===== src/sv/tgard_pkg.sv =====
// Shared types and constants for the TGA run-length pixel decoder.
package tgard_pkg;

	// Configuration register indexes
	localparam logic [1:0] CFG_COMPRESSED  = 2'd0;
	localparam logic [1:0] CFG_FOUR_BPP    = 2'd1;
	localparam logic [1:0] CFG_PIXEL_TOTAL = 2'd2;

	localparam logic         COMPRESSED_RST  = 1'b1;
	localparam logic         FOUR_BPP_RST    = 1'b0;
	localparam logic [24:0]  PIXEL_TOTAL_RST = 25'd65536;

	localparam logic [7:0] RUN_BIAS    = 8'd127;
	localparam logic [7:0] ALPHA_OPAQUE = 8'hFF;

	// Byte request held in the input register
	typedef struct packed {
		logic       valid;
		logic [7:0] data;
	} tgard_s1_t;

endpackage


===== src/sv/tgard_in_stage.sv =====
// Input register stage: holds one accepted byte request until the decoder takes it.
module tgard_in_stage import tgard_pkg::*; (
	input  logic       clk,
	input  logic       arst_n,
	input  logic       in_valid,
	output logic       in_stall,
	input  logic [7:0] data_byte,
	input  logic       adv,
	output tgard_s1_t  req_s1
);

	logic       valid_s1;
	logic [7:0] data_s1;

	assign in_stall = valid_s1 && !adv;
	assign req_s1   = '{valid: valid_s1, data: data_s1};

	always_ff @(posedge clk or negedge arst_n) begin
		if (!arst_n) begin
			valid_s1 <= 1'b0;
		end else if (!in_stall) begin
			valid_s1 <= in_valid;
		end
	end

	always_ff @(posedge clk) begin
		if (!in_stall && in_valid) begin
			data_s1 <= data_byte;
		end
	end

endmodule


===== src/sv/tgard_core.sv =====
// Decoder core: configuration, packet and pixel state, and the result register.
module tgard_core import tgard_pkg::*; #(
	parameter longint unsigned MAX_PIXELS = 64'd16777216
) (
	input  logic        clk,
	input  logic        arst_n,
	input  logic        cfg_we,
	input  logic [1:0]  cfg_index,
	input  logic [24:0] cfg_data,
	input  tgard_s1_t   req_s1,
	output logic        adv,
	output logic        out_valid,
	input  logic        out_stall,
	output logic [7:0]  red,
	output logic [7:0]  green,
	output logic [7:0]  blue,
	output logic [7:0]  alpha,
	output logic [7:0]  repeat_count,
	output logic        image_done
);

	localparam int REM_W = (MAX_PIXELS >= 64'd33554431) ? 25 : $clog2(MAX_PIXELS + 64'd1);

	function automatic logic [REM_W-1:0] sat_total(input logic [24:0] v);
		if (64'(v) > MAX_PIXELS)
			return REM_W'(MAX_PIXELS);
		else
			return REM_W'(v);
	endfunction

	logic             compressed_q, four_q;
	logic [24:0]      pixel_total_q;
	logic             await_q, run_q;
	logic [7:0]       left_q;
	logic [1:0]       slot_q;
	logic [23:0]      held_q;
	logic [REM_W-1:0] rem_q;

	logic             await_n, run_n;
	logic [7:0]       left_n;
	logic [1:0]       slot_n;
	logic [23:0]      held_n;
	logic [REM_W-1:0] rem_n;

	logic             restart, fire, emit;
	logic [1:0]       last_slot;
	logic [7:0]       b, rep, rep_c;
	logic [24:0]      total_src;

	logic             out_valid_q, done_q;
	logic [7:0]       red_q, green_q, blue_q, alpha_q, rep_q;

	assign restart = cfg_we && (cfg_index == CFG_COMPRESSED || cfg_index == CFG_FOUR_BPP ||
		cfg_index == CFG_PIXEL_TOTAL);
	assign total_src = (cfg_index == CFG_PIXEL_TOTAL) ? cfg_data : pixel_total_q;
	assign adv       = !out_valid_q || !out_stall;
	assign fire      = req_s1.valid && adv;
	assign b         = req_s1.data;
	assign last_slot = four_q ? 2'd3 : 2'd2;

	always_comb begin
		await_n = await_q;
		run_n   = run_q;
		left_n  = left_q;
		slot_n  = slot_q;
		held_n  = held_q;
		rem_n   = rem_q;
		emit    = 1'b0;
		rep     = 8'd1;
		rep_c   = 8'd1;
		if (fire && rem_q != '0) begin
			if (compressed_q && await_q) begin
				run_n   = b[7];
				left_n  = b[7] ? (b - RUN_BIAS) : (b + 8'd1);
				await_n = 1'b0;
				slot_n  = 2'd0;
			end else if (slot_q < last_slot) begin
				case (slot_q)
					2'd0: begin
						held_n[7:0] = b;
					end
					2'd1: begin
						held_n[15:8] = b;
					end
					default: begin
						held_n[23:16] = b;
					end
				endcase
				slot_n = slot_q + 2'd1;
			end else begin
				emit   = 1'b1;
				slot_n = 2'd0;
				if (compressed_q) begin
					if (run_q) begin
						rep    = left_q;
						left_n = 8'd0;
					end else if (left_q != 8'd0) begin
						left_n = left_q - 8'd1;
					end
					if (left_n == 8'd0)
						await_n = 1'b1;
				end
				// clip the run at the image end
				rep_c = (25'(rep) > 25'(rem_q)) ? 8'(rem_q) : rep;
				rem_n = rem_q - REM_W'(rep_c);
			end
		end
	end

	always_ff @(posedge clk or negedge arst_n) begin
		if (!arst_n) begin
			compressed_q  <= COMPRESSED_RST;
			four_q        <= FOUR_BPP_RST;
			pixel_total_q <= PIXEL_TOTAL_RST;
			await_q       <= 1'b1;
			run_q         <= 1'b0;
			left_q        <= 8'd0;
			slot_q        <= 2'd0;
			held_q        <= 24'd0;
			rem_q         <= sat_total(PIXEL_TOTAL_RST);
		end else if (restart) begin
			if (cfg_index == CFG_COMPRESSED)
				compressed_q <= cfg_data[0];
			if (cfg_index == CFG_FOUR_BPP)
				four_q <= cfg_data[0];
			if (cfg_index == CFG_PIXEL_TOTAL)
				pixel_total_q <= cfg_data;
			await_q <= 1'b1;
			run_q   <= 1'b0;
			left_q  <= 8'd0;
			slot_q  <= 2'd0;
			held_q  <= 24'd0;
			rem_q   <= sat_total(total_src);
		end else begin
			await_q <= await_n;
			run_q   <= run_n;
			left_q  <= left_n;
			slot_q  <= slot_n;
			held_q  <= held_n;
			rem_q   <= rem_n;
		end
	end

	always_ff @(posedge clk or negedge arst_n) begin
		if (!arst_n) begin
			out_valid_q <= 1'b0;
		end else if (emit) begin
			out_valid_q <= 1'b1;
		end else if (!out_stall) begin
			out_valid_q <= 1'b0;
		end
	end

	// stored order is B, G, R(, A)
	always_ff @(posedge clk) begin
		if (emit) begin
			blue_q  <= held_q[7:0];
			green_q <= held_q[15:8];
			red_q   <= four_q ? held_q[23:16] : b;
			alpha_q <= four_q ? b : ALPHA_OPAQUE;
			rep_q   <= rep_c;
			done_q  <= (rem_n == '0);
		end
	end

	assign out_valid    = out_valid_q;
	assign red          = red_q;
	assign green        = green_q;
	assign blue         = blue_q;
	assign alpha        = alpha_q;
	assign repeat_count = rep_q;
	assign image_done   = done_q;

	a_rep_range: assert property (@(posedge clk) disable iff (!arst_n)
		out_valid_q |-> (rep_q != 8'd0 && rep_q <= 8'd128))
		else $error("repeat count out of range");

	a_done_sticky: assert property (@(posedge clk) disable iff (!arst_n)
		(rem_q == '0 && !restart) |=> (rem_q == '0))
		else $error("pixel count moved after image end");

	a_slot_bound: assert property (@(posedge clk) disable iff (!arst_n)
		!four_q |-> (slot_q <= 2'd2))
		else $error("channel slot past last BGR byte");

	a_done_zero: assert property (@(posedge clk) disable iff (!arst_n)
		(emit && rem_n == '0 && !restart) |=> (out_valid_q && image_done && rem_q == '0))
		else $error("image end not flagged");

endmodule


===== src/sv/tga_rle_pixel_decoder.sv =====
// Top level of the TGA run-length pixel decoder.
// One pixel-data byte request is accepted per cycle unless the input is stalled; each
// byte passes an input register and the decode logic into a result register. Input
// stalls only while the result register holds a pixel that the output side is stalling.
// A write to one of the three configuration registers restarts decoding of a fresh image.
module tga_rle_pixel_decoder import tgard_pkg::*; #(
	parameter longint unsigned MAX_PIXELS = 64'd16777216
) (
	input  logic        clk,
	input  logic        arst_n,
	input  logic        cfg_we,
	input  logic [1:0]  cfg_index,
	input  logic [24:0] cfg_data,
	input  logic        in_valid,
	output logic        in_stall,
	input  logic [7:0]  data_byte,
	output logic        out_valid,
	input  logic        out_stall,
	output logic [7:0]  red,
	output logic [7:0]  green,
	output logic [7:0]  blue,
	output logic [7:0]  alpha,
	output logic [7:0]  repeat_count,
	output logic        image_done
);

	tgard_s1_t req_s1;
	logic      adv;

	tgard_in_stage u_in (
		.clk       (clk),
		.arst_n    (arst_n),
		.in_valid  (in_valid),
		.in_stall  (in_stall),
		.data_byte (data_byte),
		.adv       (adv),
		.req_s1    (req_s1)
	);

	tgard_core #(
		.MAX_PIXELS (MAX_PIXELS)
	) u_core (
		.clk          (clk),
		.arst_n       (arst_n),
		.cfg_we       (cfg_we),
		.cfg_index    (cfg_index),
		.cfg_data     (cfg_data),
		.req_s1       (req_s1),
		.adv          (adv),
		.out_valid    (out_valid),
		.out_stall    (out_stall),
		.red          (red),
		.green        (green),
		.blue         (blue),
		.alpha        (alpha),
		.repeat_count (repeat_count),
		.image_done   (image_done)
	);

endmodule


===== config.mk =====
export PLATFORM = sky130hd
export DESIGN_NAME = tga_rle_pixel_decoder
export DESIGN_NICKNAME = d
export VERILOG_FILES = /design/src/sv/tgard_pkg.sv /design/src/sv/tgard_in_stage.sv /design/src/sv/tgard_core.sv /design/src/sv/tga_rle_pixel_decoder.sv
export SDC_FILE = /design/constraint.sdc
export NUM_CORES = 1
export LEC_CHECK = 0
export BUFFER_PORTS_ARGS = -buffer_cell sky130_fd_sc_hd__buf_2
export CAP_MARGIN = 20
export CORE_MARGIN = 4
export CORE_UTILIZATION = 33
export DETAILED_ROUTE_END_ITERATION = 16
export GPL_TIMING_DRIVEN = 1
export PLACE_DENSITY_LB_ADDON = 0.12
export SLEW_MARGIN = 20
export SYNTH_ARGS = -nofsm -noshare
export SYNTH_HDL_FRONTEND = slang
export SYNTH_SLANG_ARGS = --single-unit

===== constraint.sdc =====
create_clock -name clk -period 6.2 [get_ports clk]
set_input_delay 1.24 -clock clk [delete_from_list [all_inputs] [get_ports clk]]
set_output_delay 1.24 -clock clk [all_outputs]
set_load 0.05 [all_outputs]

==> After elaboration in Yosys (flattened, before gate mapping) <==
Index checks and enable logic that the tools add are counted.
{ "word_totals": {"regBits": 139, "latchBits": 0, "mem_bits_rw": 0, "rom_bits": 0, "in_bits": 40, "out_inout_bits": 43, "elab_cells": 123, "memories": 0} }
{ "classes": {"addsub": 5, "multipliers": 0, "div_mod_pow": 0, "magnitude_cmp": 3, "eq_ne": 7, "shift": 0, "mux": 51, "bitwise": 1, "n_reduce_logical": 36} }
{ "ops": {"columns": ["cell", "n"], "rows": [
  ["2-to-1 mux 8 bit", 22],
  ["2-to-1 mux 25 bit", 6],
  ["2-to-1 mux 24 bit", 4],
  ["> comparator 25 bit, second input constant", 1],
  ["> comparator 8 x 25 -> 1 bit", 1],
  ["logical NOT 25 bit", 1],
  ["nonzero test 25 bit", 1],
  ["subtractor 25 x 8 -> 25 bit", 1],
  ["AND reduction 4 bit", 4],
  ["2-to-1 mux 1 bit", 15],
  ["nonzero test 2 bit", 5],
  ["adder 8 x 1 -> 8 bit, second input constant", 1],
  ["logical NOT 8 bit", 1],
  ["2-to-1 mux 2 bit", 4],
  ["nonzero test 8 bit", 1],
  ["subtractor 8 x 1 -> 8 bit, second input constant", 1],
  ["subtractor 8 x 7 -> 8 bit, second input constant", 1],
  ["logical AND 1 bit", 6],
  ["!= test 2 x 1 -> 1 bit, second input constant", 3],
  ["AND reduction 2 bit", 3],
  ["nonzero test 3 bit", 2],
  ["== test 2 x 1 -> 1 bit, second input constant", 2],
  ["logical NOT 1 bit", 4],
  ["logical NOT 2 bit", 2],
  ["other kinds (9)", 11]
]} }

==> Longest topological paths before layout <==
{ "depth": {"word_depth": 14, "mapped_depth": 26, "ltp_nobuf": 23} }

==> Hierarchy <==
A second synthesis with hierarchy kept.
{ "unflattened": {"cells_unflattened": 729, "hier_area_um2": 7468.4} }
{ "by_module_without_submodules": {"columns": ["module", "n_inst", "cells_per_inst", "area_per_inst_um2", "seq_area_each_um2"], "rows": [
  ["tgard_core", 1, 715, 7163.1, 3463.3],
  ["tgard_in_stage", 1, 14, 305.3, 265.3]
]} }

==> Worst setup path before layout <==
No wires, ideal clock.
{ "synth_timing": {"path_kind": "reg-to-reg", "start": "register u_core.compressed_q", "end": "register u_core.done_q, in the netlist u_core.image_done (data pin)", "setup_ns": 0.134, "t_arrival_ns": 5.327, "required_ns": 6.066, "setup_slack_ns": 0.739, "stages_incl_launch_ff": 26, "path_buffers": 2, "synth_period_minus_slack_ns": 5.461, "path_cell_list": "dfstp_2 -> buf_2 -> and2_1 -> nand2_1 -> inv_1 -> ha_1 -> nor2b_1 -> nand4_1 -> or4_1 -> o21ai_0 -> clkbuf_1 -> nor2_1 -> a21oi_1 -> ha_1 -> inv_1 -> fa_1 -> a21oi_1 -> maj3_1 -> a21oi_1 -> o31a_1 -> nand2_1 -> o21ai_4 -> or4b_2 -> o211a_1 -> a2111o_1 -> and4bb_1"} }
{ "synth_via": {"elab_chain_cells": 11, "word_cells_on_any_way": 12, "classes_between": "add/sub: 1; order compare: 1; mux: 8; reduce/logical: 2"} }
{ "synth_lines": {"columns": ["element", "line", "rtl"], "rows": [
  ["start: declaration", "tgard_core.sv:31", "logic compressed_q, four_q;"],
  ["start signal: assignment", "tgard_core.sv:123", "compressed_q <= cfg_data[0];"],
  ["2-to-1 mux 8 bit", "tgard_core.sv:93", "if (compressed_q) begin"],
  ["2-to-1 mux 8 bit", "tgard_core.sv:77", "end else if (slot_q < last_slot) begin"],
  ["2-to-1 mux 8 bit", "tgard_core.sv:72", "if (compressed_q && await_q) begin"],
  ["2-to-1 mux 8 bit", "tgard_core.sv:71", "if (fire && rem_q != '0) begin"],
  ["> comparator 8 x 25 -> 1 bit", "tgard_core.sv:104", "rep_c = (25'(rep) > 25'(rem_q)) ? 8'(rem_q) : rep;"],
  ["2-to-1 mux 8 bit", "tgard_core.sv:104", null],
  ["subtractor 25 x 8 -> 25 bit", "tgard_core.sv:105", "rem_n = rem_q - REM_W'(rep_c);"],
  ["2-to-1 mux 25 bit", "tgard_core.sv:77", null],
  ["2-to-1 mux 25 bit (*)", "tgard_core.sv:72", null],
  ["2-to-1 mux 25 bit (*)", "tgard_core.sv:71", null],
  ["logical NOT 25 bit (*)", "tgard_core.sv:162", "done_q <= (rem_n == '0);"],
  ["end signal: assignment", "tgard_core.sv:162", null],
  ["end: declaration", "tgard_core.sv:50", "logic out_valid_q, done_q;"]
]} }
Every way passes the cells marked *; elsewhere a longest branch is shown, timed or not. The select of a mux whose other input is x is not followed.
A chain may end at the register's enable or synchronous reset.

==> Final worst setup path <==
Same ends and word-level chain as after synthesis.

==> results.py <==
metrics = {
    "outcome": {
        "outcome": "complete, no violations",
    },
    "setup_path": {
        "crit_fanout": 13,
        "worstPathArrival_ns": 6.10,
        "crit_slowest_cell": "dfstp_2",
        "worstPathCellList": "and2_2 > nand2_1 > inv_1 > ha_1 > nor2b_1 > nand4_1 > or4_1 > o21ai_2 > nor2_1 > a21oi_1 > ha_1 > inv_1 > fa_1 > a21oi_2 > maj3_1 > a21oi_1 > o31a_1 > nand2_1 > o21ai_4 > or4b_2 > o211a_1 > a2111o_1 > and4bb_1",
        "worst-path-buf-inv": 2,
        "crit_path_end_kind": "flop",
        "cp_slowest_stage_delay_ns": 0.65,
        "start_kind": "flop",
        "cpLargestDelayFamily": "simple AND/OR/NAND/NOR gates",
        "path_depth": 23,
        "criticalPathCategory": "flop to flop",
        "required_ns": 6.49,
        "rr_worst_depth": 23,
    },
    "die": {
        "die_w_microns": 159,
        "dieArea_sq_mm": 0.0252,
        "io_pins": 83,
        "core_sq_mm": 0.0221,
        "die_y_microns": 159,
        "rows": 54,
        "start_util_pct": 33.9,
    },
    "sta": {
        "period_share_pct": 93.7,
        "rsz0062_at_grt": "false",
        "max_freq_mhz": 172,
        "hold_ws_ns": 0.446,
        "finalSetupViolCount": 0,
        "setup_tns_ns": 0,
        "min_period_ns": 5.81,
        "tightest_slew_ns": 1.04,
        "clock_skew_ns": 0.0114,
        "hold_viol": 0,
        "maxSlewHeadroom_pct": 30.4,
        "drv_slew": 0,
    },
    "global_route": {
        "grt_max_degree": 65,
        "gr-total-overflow": 0,
        "grt_pass1_vias": 5900,
        "grt_pass1_wl_microns": 33300,
        "track_usage_pct": 16.5,
        "antenna_found_initial": 0,
    },
    "yosys": {
        "synthArstFlopShare_pct": 64.7,
        "ys_warn_count": 0,
        "syn-instance-count": 728,
        "synthDistinctLibCells": 79,
        "synth_fp_nets": 785,
        "netlist_area_sq_mm": 0.00750,
        "ys_ff_latch": 139,
        "syn-mean-instance-area_sq_um": 10.3,
        "synth_edf_count": 49,
        "synthFlopType": "dfrtp_1",
        "ys_seq_area_share_pct": 49.7,
    },
    "layout": {
        "most-common-layout-cells": "dfrtp_1 (85), buf_2 (82), nand2_1 (73)",
        "final_nets": 862,
        "diodes": 0,
        "layout-drive-gt1-share_pct": 22.7,
        "syn_to_final_growth_pct": 17.5,
        "layout_commonest_cell": "dfrtp_1",
        "finalNonFillerCells": 1098,
    },
    "clock_tree": {
        "cts.sinks": 139,
        "cts_tree": "done",
        "ctsResizeCount": 1,
        "clk_pin_slew_worst_paths_ns": 0.07,
        "root_buffer": "clkbuf_16",
        "clk_latency_ns": 0.43,
        "hold_buffers": 0,
        "cts.path.max_buffers": 2,
        "numCtsBuffers": 17,
        "htree_levels": 4,
        "postCtsSetupRepairBufs": 0,
    },
    "pwr": {
        "cellLeakagePower_nw": 3.55,
        "ir_worst_vdd_mv": 0.188,
        "p_total_mw": 3.40,
        "power.density_mw_per_mm2": 386,
    },
    "placement": {
        "place.gp.congestion": 0.858,
        "port_buffers": 82,
        "hpwl_microns": 15500,
        "place_inst": 1065,
    },
    "routing": {
        "detail-route-antenna-nets": 0,
        "vias": 5910,
        "drc_errors": 0,
        "routed_via_density": 5.38,
        "drt_iter0_drc": 407,
        "wl_per_cell_microns": 19.0,
        "detail_route.wirelength_microns": 20800,
        "drtPass1Iterations": 5,
    },
    "min_path": {
        "hold_path.class": "flop to flop",
        "worst_hold_path.num_cells": 0,
    },
    "flow_run": {
        "cap_violations": 0,
    },
}
[worst paths after layout]
| kind | to | slack (ns) | startpoint |
|---|---|---|---|
| max | u_core.image_done | 0.39 | u_core.compressed_q |
| min | u_core.green[7] | 0.45 | u_core.held_q[15] |
| max reg2reg | u_core.image_done | 0.39 | u_core.compressed_q |
| min reg2reg | u_core.green[7] | 0.45 | u_core.held_q[15] |
| max in group asynchronous | u_core.run_q | 4.26 | arst_n |
| min in group asynchronous | u_core.held_q[20] | 0.71 | arst_n |
[layer usage]
metal  GRT usage (%)  part of all wire, %  up-vias
met5               0                    0        -
met3            3.24                  5.1       32
met1            24.4                   50     2860
met2            24.6                   43      171
met4            5.01                  2.0        0
li1                -                    -     2847
[cell usage after synthesis (all sizes together), types with 17 or more instances]
cell type	number	area share, %
nor3	21	1.5
nand3	21	1.5
nor4	21	1.8
nor2	48	2.4
xnor2	17	2.0
inv	22	1.1
clkbuf	21	1.1
o22ai	24	2.0
mux2	33	5.0
a21oi	37	2.5
nand2	74	3.7
mux2i	26	3.5
edfxtp	49	20
o21ai	60	4.2
dfrtp	86	29
[state kept, by name (all words and copies together), names as in the netlist]
name / flops
u_core.alpha: 8
u_core.await_q: 1
u_core.blue: 8
u_core.compressed_q: 1
u_core.four_q: 1
u_core.green: 8
u_core.held_q: 24
u_core.image_done: 1
u_core.left_q: 8
u_core.out_valid: 1
u_core.pixel_total_q: 25
u_core.red: 8
u_core.rem_q: 25
u_core.repeat_count: 8
u_core.run_q: 1
u_core.slot_q: 2
u_in.data_s1: 8
u_in.valid_s1: 1
[kinds of logic (layout without fill, tap and decap cells)]
family / count (synthesis) / after routing / share of synthesized area (%)
simple gates: 254 / 254 / 17.5
compound gates: 172 / 172 / 14.7
flops: 139 / 139 / 49.7
mux: 59 / 59 / 8.43
buf+inv: 57 / 147 / 3.17
xor+xnor: 27 / 27 / 3.15
fa+ha+maj: 20 / 20 / 3.34
[power by group]
group / switching [mW] / total [mW] / internal [mW]
registers: 0.198 / 1.34 / 1.14
logic: 0.636 / 1.04 / 0.404
clock network: 0.449 / 1.02 / 0.570
[cell type report]
class,count,area [sq um]
clock inverter,14,154
clock buffer,18,429
tap,280,350
fill,2159,13300
timing repair buffer,93,493
multi-input combinational,532,3570
inverter,22,82.6
sequential,139,3730
[metrics by stage]
step	utilization [%]	instance area [sq um]	worst slack, ns
CTS	39.8	8800	0.0394
global route	39.9	8810	0.0332
finish	39.9	8810	0.393
detailed placement	37.1	8210	0.0373
floorplan	-	7500	0.739
global placement	37.1	8200	0.256
No activity file was read; power rests on OpenSTA's default activity.
